--- config.mk ---
export PLATFORM = sky130hd
export DESIGN_NAME = slt_cell
export DESIGN_NICKNAME = d
export VERILOG_FILES = /design/src/rtl/slt_pkg.sv /design/src/rtl/slt_cell.sv
export SDC_FILE = /design/constraint.sdc
export NUM_CORES = 1
export LEC_CHECK = 0
export ABC_AREA = 1
export BUFFER_PORTS_ARGS = -buffer_cell sky130_fd_sc_hd__buf_2
export CORE_UTILIZATION = 32
export DETAILED_ROUTE_END_ITERATION = 8
export GPL_TIMING_DRIVEN = 0
export PLACE_DENSITY = 0.75
export RECOVER_POWER = 100
export SYNTH_ARGS = -nofsm -noshare
export SYNTH_HDL_FRONTEND = slang
export SYNTH_SLANG_ARGS = --single-unit
--- constraint.sdc ---
create_clock -name clk_i -period 2.9 [get_ports clk_i]
set_input_delay 0.58 -clock clk_i [delete_from_list [all_inputs] [get_ports clk_i]]
set_output_delay 0.58 -clock clk_i [all_outputs]
set_load 0.005 [all_outputs]
--- src/rtl/slt_pkg.sv ---
// Types and constants of the sorted list table.
`timescale 1ns / 1ps
`default_nettype none

package slt_pkg;

  localparam int SLT_CAPACITY = 64;
  localparam logic [31:0] SLT_NO_VALUE = 32'hFFFF_FFFF;

  typedef enum logic [1:0] {
    SLT_OP_APPEND = 2'd0,
    SLT_OP_SORTED = 2'd1,
    SLT_OP_REMOVE = 2'd2,
    SLT_OP_CLEAR  = 2'd3
  } op_e;

  typedef enum logic [1:0] {
    SLT_ST_DONE  = 2'd0,
    SLT_ST_FULL  = 2'd1,
    SLT_ST_RANGE = 2'd2
  } status_e;

  typedef struct packed {
    op_e                operation;
    logic signed [31:0] value;
    logic [5:0]         position;
  } in_t;

  typedef struct packed {
    logic signed [31:0] removed_value;
    status_e            status;
    logic [6:0]         count;
  } out_t;

  // Broadcast from the controller to every cell.
  typedef struct packed {
    logic               cmp_en;
    logic signed [31:0] cmp_value;
    logic               exec;
    op_e                op;
    logic signed [31:0] value;
    logic               full;
    logic               rm_ok;
  } ctl_t;

endpackage

`default_nettype wire

--- src/rtl/slt_cell.sv ---
// One list entry with its local compare and shift logic.
`timescale 1ns / 1ps
`default_nettype none

module slt_cell #(
  parameter int Idx = 0,
  parameter int W   = 7
) (
  input  wire logic               clk_i,
  input  wire slt_pkg::ctl_t      ctl_i,
  input  wire logic [W-1:0]       count_i,
  input  wire logic [W-1:0]       pos_i,
  input  wire logic signed [31:0] left_entry_i,
  input  wire logic signed [31:0] right_entry_i,
  input  wire logic               seen_i,
  output logic signed [31:0]      entry_o,
  output logic                    seen_o,
  output logic [31:0]             pick_o
);

  localparam logic [W-1:0] MyIdx = W'(Idx);

  logic signed [31:0] entry_q, entry_d;
  logic               ge_q;
  logic               valid;
  logic               at_tail;
  logic               at_pos;

  assign valid   = MyIdx < count_i;
  assign at_tail = MyIdx == count_i;
  assign at_pos  = MyIdx == pos_i;

  // Register whether this entry is a valid one not smaller than the new value.
  always_ff @(posedge clk_i) begin
    if (ctl_i.cmp_en) begin
      ge_q <= valid && !(entry_q < ctl_i.cmp_value);
    end
  end

  // This cell or some cell to its left holds the insert point.
  assign seen_o = seen_i | ge_q;

  // Pick the next entry: keep, load the new value, or take a neighbor.
  always_comb begin
    entry_d = entry_q;
    if (ctl_i.exec) begin
      case (ctl_i.op)
        slt_pkg::SLT_OP_APPEND: begin
          if (!ctl_i.full && at_tail) entry_d = ctl_i.value;
        end
        slt_pkg::SLT_OP_SORTED: begin
          if (!ctl_i.full) begin
            if (seen_i) entry_d = left_entry_i;
            else if (ge_q || at_tail) entry_d = ctl_i.value;
          end
        end
        slt_pkg::SLT_OP_REMOVE: begin
          if (ctl_i.rm_ok && (MyIdx >= pos_i)) entry_d = right_entry_i;
        end
        default: begin
          entry_d = entry_q;
        end
      endcase
    end
  end

  always_ff @(posedge clk_i) begin
    entry_q <= entry_d;
  end

  assign entry_o = entry_q;
  assign pick_o  = at_pos ? entry_q : '0;

endmodule

`default_nettype wire

After elaboration in Yosys (flattened, before gate mapping)
Cells that the tools add are included.
- add/sub/neg operators: 0
- multiply operators: 0
- div/mod/pow operators: 0
- order comparisons: 3
- equality and inequality tests: 6
- shift-type cells: 0
- multiplexer cells: 7
- bitwise operators: 1
- reduce and logical (&&, ||, !) cells: 11
- operator list (cell ; number):
    $mux W32 ; 6
    $pmux W32 S3 ; 1
    $lt A32 B32 Y1 ; 1
    $logic_not A7 Y1 ; 2
    $ge A1 B7 Y1 const A ; 1
    $lt A1 B7 Y1 const A ; 1
    $ne A2 B2 Y1 const B ; 3
    $reduce_and A6 Y1 ; 1
    $logic_and A1 B1 Y1 ; 3
    $ne A3 B3 Y1 const B ; 1
    $reduce_bool A3 Y1 ; 1
    $eq A2 B1 Y1 const B ; 1
    $eq A2 B2 Y1 const B ; 1
    $logic_not A1 Y1 ; 2
    $logic_not A2 Y1 ; 1
    $logic_or A1 B1 Y1 ; 1
    $or A1 B1 Y1 ; 1
- register bits: 33
- latch bits: 0
- memory bits (writable): 0
- ROM bits: 0
- input port bits: 150
- output and inout port bits: 65
- word-level logic and storage cells: 30
- memories kept: 0

Depth between registers and ports, before layout
Gate-level depths: netlist of run 1.
- depth in word-level cells: 6
- gate-level depth with buffers: 14
- gate-level depth less buffers: 14

Worst setup path before layout of run 1
OpenSTA, ideal clock, no wires.
- path type: input port to flip-flop
- from: input ctl_i[34] in the netlist's numbering
- to: register entry_q[0] (netlist: entry_o[0]), enable pin
- library setup time: 0.416 ns
- arrival: 2.516 ns
- data required time: 2.484 ns
- path slack: -0.032 ns
- stages on the path: 7
- buffers on the path: 2
- cells stage by stage: inv_1 ha_1 clkbuf_1 buf_2 nand2_1 nand2_1 nor3b_2
- longest elaborated chain between the ends: 3
- elaborated cells between the ends (all ways): 9
- those cells by class: eq/ne: 6; reduce/logical: 3
- ends and longest elaborated chain (element ; line ; RTL):
    start, declared ; slt_cell.sv:10 ; input wire slt_pkg::ctl_t ctl_i,
    $eq A2 B1 Y1 (tied with other cells) ; slt_cell.sv:47 ; case (ctl_i.op)
    $ne A3 B3 Y1 (no line) (tied with other cells) ; -- ;
    $reduce_and A6 Y1 (no line) (*) ; -- ;
    end signal, assigned ; slt_cell.sv:68 ; entry_q <= entry_d;
    end, declared ; slt_cell.sv:23 ; logic signed [31:0] entry_q, entry_d;
Every way passes the cells marked *; elsewhere a longest branch is shown, timed or not.
A chain may end at the register's enable or synchronous reset.

Final worst setup path of run 1
- from: input ctl_i[34] in the netlist's numbering
- to: register entry_q[12] (netlist: entry_o[12]), enable pin
The elaborated chain is that of the path after synthesis.

==> impl_metrics.env, run 1 <==
export IMPL_synthCells=405
export IMPL_cts_repair_resized=0
export IMPL_relSlewSlack_pct=36.2
export IMPL_ys_seq_area_share_pct=31.5
export IMPL_finalSetupViolCount=0
export IMPL_grt_pass1_wl_um=15600
export IMPL_placed_area_um2=4400
export IMPL_cts_made_buffers=5
export IMPL_synth_yosys_warnings=0
export IMPL_row_count=35
export IMPL_critPathLaunchType="input port"
export IMPL_grt_use_total_pct=20.6
export IMPL_min_path_type="input port to flip-flop"
export IMPL_grt_overflow=0
export IMPL_ir_worst_vdd_mv=0.176
export IMPL_htreeDepth=2
export IMPL_worstMarginPinSlew_ps=956
export IMPL_die_y_um=101
export IMPL_drc_errors=0
export IMPL_drv_slew=0
export IMPL_cp_max_fo=17
export IMPL_clock_latency_ps=290
export IMPL_min_period_over_period_pct=90.6
export IMPL_max_freq_mhz=381
export IMPL_vias=3471
export IMPL_power_density_nw_per_um2=311
export IMPL_clock_root_buffer="clkbuf_8"
export IMPL_dp_cells=748
export IMPL_ys_types=25
export IMPL_ys_ff_latch=33
export IMPL_hold_viol=0
export IMPL_nets=811
export IMPL_p_leak_nw=2.42
export IMPL_arrival_ps=2620
export IMPL_cts_hold_buf=0
export IMPL_die_area_um2=10200
export IMPL_final_util_pct=47.1
export IMPL_cts_sinks=33
export IMPL_gp_congestion=0.855
export IMPL_synthesis_nets=590
export IMPL_timing_hold_ws_ps=500
export IMPL_cts_tree="built"
export IMPL_vias_per_cell=4.59
export IMPL_dp_hpwl_um=9060
export IMPL_antenna_found_initial=0
export IMPL_portBuffers=213
export IMPL_ys_flop_type="edfxtp_1"
export IMPL_synthArstFlopShare_pct=0
export IMPL_status="complete, no violations"
export IMPL_ios=215
export IMPL_period_minus_slack_ps=2630
export IMPL_wl_um=10900
export IMPL_worstSetupPathType="input port to flip-flop"
export IMPL_clk_path_buf_depth=2
export IMPL_chipWidth_um=101
export IMPL_num_antenna_cells=0
export IMPL_nFillCells=996
export IMPL_synth_area_um2=3140
export IMPL_post_cts_buffers=0
export IMPL_wire_per_inst_um=14.4
export IMPL_start_util_pct=33.5
export IMPL_worstPathRequired_ps=2900
export IMPL_synth_area_per_cell_um2=7.76
export IMPL_stdcell_count=756
export IMPL_syn2layout_area_growth_pct=40.4
export IMPL_drtIter0Drc=94
export IMPL_drv_cap=0
export IMPL_grt_max_degree=18
export IMPL_path_clk_slew_ps=80
export IMPL_endpoint_kind="flip-flop"
export IMPL_first_global_vias=3258
export IMPL_ant_nets=0
export IMPL_drive_gt1_share_pct=37.5
export IMPL_dr_pass1_iters=4
export IMPL_fin_area_um2=4410
export IMPL_core_area_um2=9370
export IMPL_synth_edff_count=33
export IMPL_rsz0062_at_grt="no"
export IMPL_skew_ps=7.44
[worst max-delay path, cell delays in order]
cell	delay, ps
clkbuf_1	150
inv_1	80
ha_1	200
clkbuf_1	160
buf_2	230
nand2_1	110
nand2_1	90
nor3b_4	790
buf_16	240
[kinds of logic (layout without fill, tap and decap cells)]
kind of cell | after synthesis | count (layout) | synth area share, %
compound gates | 86 | 86 | 19.1
fa+ha+maj | 35 | 35 | 13.9
buf+inv | 128 | 350 | 16.6
flops | 33 | 33 | 31.5
simple gates | 123 | 123 | 18.8
[per-layer routing]
metal | wire length (um) | GRT usage, %
met5 | 0 | 0
met4 | 234 | 8.14
met3 | 806 | 3.95
met2 | 5220 | 35.8
met1 | 4610 | 25.0
[cell type report]
| type | instances | area, um^2 | area share [%] |
|---|---|---|---|
| Timing Repair Buffer | 214 | 1060 | 24.0 |
| Clock buffer | 5 | 68.8 | 1.56 |
| Sequential cell | 33 | 991 | 22.5 |
| Tap cell | 129 | 161 | 3.66 |
| Inverter | 106 | 398 | 9.02 |
| Multi-Input combinational cell | 244 | 1610 | 36.5 |
| Clock inverter | 3 | 22.5 | 0.511 |
| Buffer | 22 | 98.8 | 2.24 |
[cell usage in the layout (no fill, tap or decap), types with 2 or more instances in the layout]
cell,instances
nor2_2,23
clkbuf_8,5
a32o_1,32
buf_2,192
clkbuf_1,32
buf_1,4
a21oi_1,15
ha_1,35
nor4_1,2
nand3_1,5
nor2_1,18
edfxtp_1,33
clkinvlp_4,3
clkbuf_2,7
nor2_4,3
inv_1,106
o21ai_0,36
nor3_1,4
nand2_1,66
[power breakdown]
part	switching, mW	internal [mW]
Combinational	0.231	0.190
Clock	0.187	0.168
Sequential	0.0260	0.571
Total	0.443	0.929
[path summary, 6_finish.rpt]
kind	startpoint	end	slack, ps	cells past startpoint
max	ctl_i[34]	entry_o[12]	270	9
min	ctl_i[69]	ge_q	500	1
max reg2reg	ge_q	entry_o[12]	810	5
min reg2reg	entry_o[31]	ge_q	970	3
[through the flow]
step           power (mW)  setup WS [ps]  TNS (ps)
2_1_floorplan       0.820            379         0
3_3_place_gp         1.02           -257     -8170
3_5_place_dp         1.04           16.8         0
4_1_cts              1.40            330         0
5_1_grt              1.46            130         0
6_report             1.37            273         0
[synthesized netlist by cell type (4+ instances only)]
library cell,count,area (um^2)
nand2_1,65,244
inv_1,106,398
nor2_2,28,175
o21ai_0,36,180
a32o_1,32,320
buf_2,11,55.1
nand3_1,5,25.0
a21oi_1,15,75.1
ha_1,35,438
edfxtp_1,33,991
nor2_1,13,48.8
nor3_1,4,20.0
clkbuf_2,4,20.0
[sequential cells by signal, summed over array words and instances, names as in the netlist]
| name | count |
|---|---|
| entry_o | 32 |
| ge_q | 1 |
(Power assumes the default switching activity.)
==> run 2, diff against run 1 <==
RECOVER_POWER = 50   (was 100)
==> run 2 against run 1 <==
Effect of this change: non-clock buffer count unchanged; die area unchanged; critical path depth unchanged; sequential power hardly changed; final area is 1.2% higher; count of clock-buffer cells in the layout unchanged; clock skew grew 1.5 ps; hold slack worse by 2.7 ps; sequential share of layout area fell by 0.28 points; utilization increased by 0.59 points; maximum frequency up 3.0%.
==> impl_metrics.env, run 2 (same netlist as run 1, synthesis figures left out) <==
export IMPL_status="complete, no violations"
export IMPL_ir_worst_vdd_mv=0.178
export IMPL_cp_max_fo=17
export IMPL_multi_input_area_um2=1630
export IMPL_clock_root_buffer="clkbuf_8"
export IMPL_row_count=35
export IMPL_grt_util_met1_pct=25.0
export IMPL_rsz0062_at_grt="no"
export IMPL_worst_slack_ps=349
export IMPL_cts_hold_buf=0
export IMPL_wl_um=10900
export IMPL_min_period_over_period_pct=88.0
export IMPL_clock_latency_ps=290
export IMPL_first_global_vias=3258
export IMPL_regArea_um2=991
export IMPL_relSlewSlack_pct=37.1
export IMPL_vias=3474
export IMPL_drv_cap=0
export IMPL_period_minus_slack_ps=2550
export IMPL_cts_tree="built"
export IMPL_gp_congestion=0.855
export IMPL_grt_busiest_layer="met2"
export IMPL_worstMarginPinSlew_ps=943
export IMPL_power_density_nw_per_um2=308
export IMPL_nFillCells=975
export IMPL_portBuffers=213
export IMPL_critPathLaunchType="input port"
export IMPL_largest_reg_flops=32
export IMPL_vias_per_cell=4.60
export IMPL_htreeDepth=2
export IMPL_cts_sinks=33
export IMPL_grt_pass1_wl_um=15600
export IMPL_min_path_type="input port to flip-flop"
export IMPL_grt_overflow=0
export IMPL_grt_use_total_pct=20.6
export IMPL_worstPathRequired_ps=2900
export IMPL_die_area_um2=10200
export IMPL_grt_max_degree=18
export IMPL_nets=811
export IMPL_core_area_um2=9370
export IMPL_chipWidth_um=101
export IMPL_drv_slew=0
export IMPL_dr_pass1_iters=4
export IMPL_ant_nets=0
export IMPL_arrival_ps=2550
export IMPL_clk_path_buf_depth=2
export IMPL_path_clk_slew_ps=80
export IMPL_worstSetupPathType="input port to flip-flop"
export IMPL_rr_worst_depth=5
export IMPL_max_freq_mhz=392
export IMPL_layout_commonest_cell="buf_2"
export IMPL_start_util_pct=33.5
export IMPL_endpoint_kind="flip-flop"
export IMPL_dp_hpwl_um=9060
export IMPL_min_path_cells=1
export IMPL_dp_cells=748
export IMPL_timing_hold_ws_ps=498
export IMPL_stdcell_count=756
export IMPL_drtIter0Drc=92
export IMPL_p_leak_nw=2.48
export IMPL_num_antenna_cells=0
export IMPL_finalSetupViolCount=0
export IMPL_drc_errors=0
export IMPL_grtUsageMet2_pct=35.8
export IMPL_wire_per_inst_um=14.4
export IMPL_power_mw=1.38
export IMPL_antenna_found_initial=0
export IMPL_grt_util_met3_pct=3.95
export IMPL_cts_repair_resized=0
export IMPL_cts_made_buffers=5
export IMPL_dp_slack_ps=16.8
export IMPL_ios=215
export IMPL_post_cts_buffers=0
export IMPL_syn2layout_area_growth_pct=42.1
export IMPL_die_y_um=101
export IMPL_hold_viol=0
export IMPL_mostFrequentLayoutCells="buf_2, inv_1, nand2_1"
export IMPL_skew_ps=8.94
export IMPL_drive_gt1_share_pct=40.5
[run 2: layout make-up]
cell class / count / share of cell area, %
inverter: 106 / 8.91
multi-input combinational: 244 / 36.5
timing repair buffer: 214 / 24.1
sequential: 33 / 22.2
clock buffer: 5 / 1.54
clock inverter: 3 / 0.504
buffer: 22 / 2.63
tap: 129 / 3.61
[run 2: per-stage QoR]
step | setup TNS [ps] | utilization, % | area, um^2
CTS | 0 | 48.0 | 4490
floorplan | 0 | - | 3150
global placement | -8170 | 46.7 | 4380
global route | 0 | 47.7 | 4470
finish | 0 | 47.7 | 4470
detailed placement | 0 | 47.0 | 4400
[run 2: power breakdown]
part	switching [mW]	total [mW]	leakage [nW]	internal, mW
clock network	0.189	0.357	0.0364	0.168
logic	0.233	0.424	2.14	0.191
registers	0.0261	0.597	0.309	0.571
[run 2: metal layers]
metal	vias up	wire, um
met5	-	0
met4	0	233
met3	15	793
met2	176	5240
met1	1516	4590
li1	1767	-
[run 2: worst paths after layout]
path	startpoint	endpoint	slack [ps]
worst max-delay path	ctl_i[34]	entry_o[12]	350
worst min-delay path	ctl_i[69]	ge_q	500
worst min register to register	entry_o[31]	ge_q	990
worst max register to register	ge_q	entry_o[12]	820
[run 2: worst max-delay path: stages]
cell and delay [ps]:
buf_2 110, inv_1 60, ha_1 190, clkbuf_1 160
buf_2 230, nand2_1 110, nand2_1 90, nor3b_4 780
buf_16 240
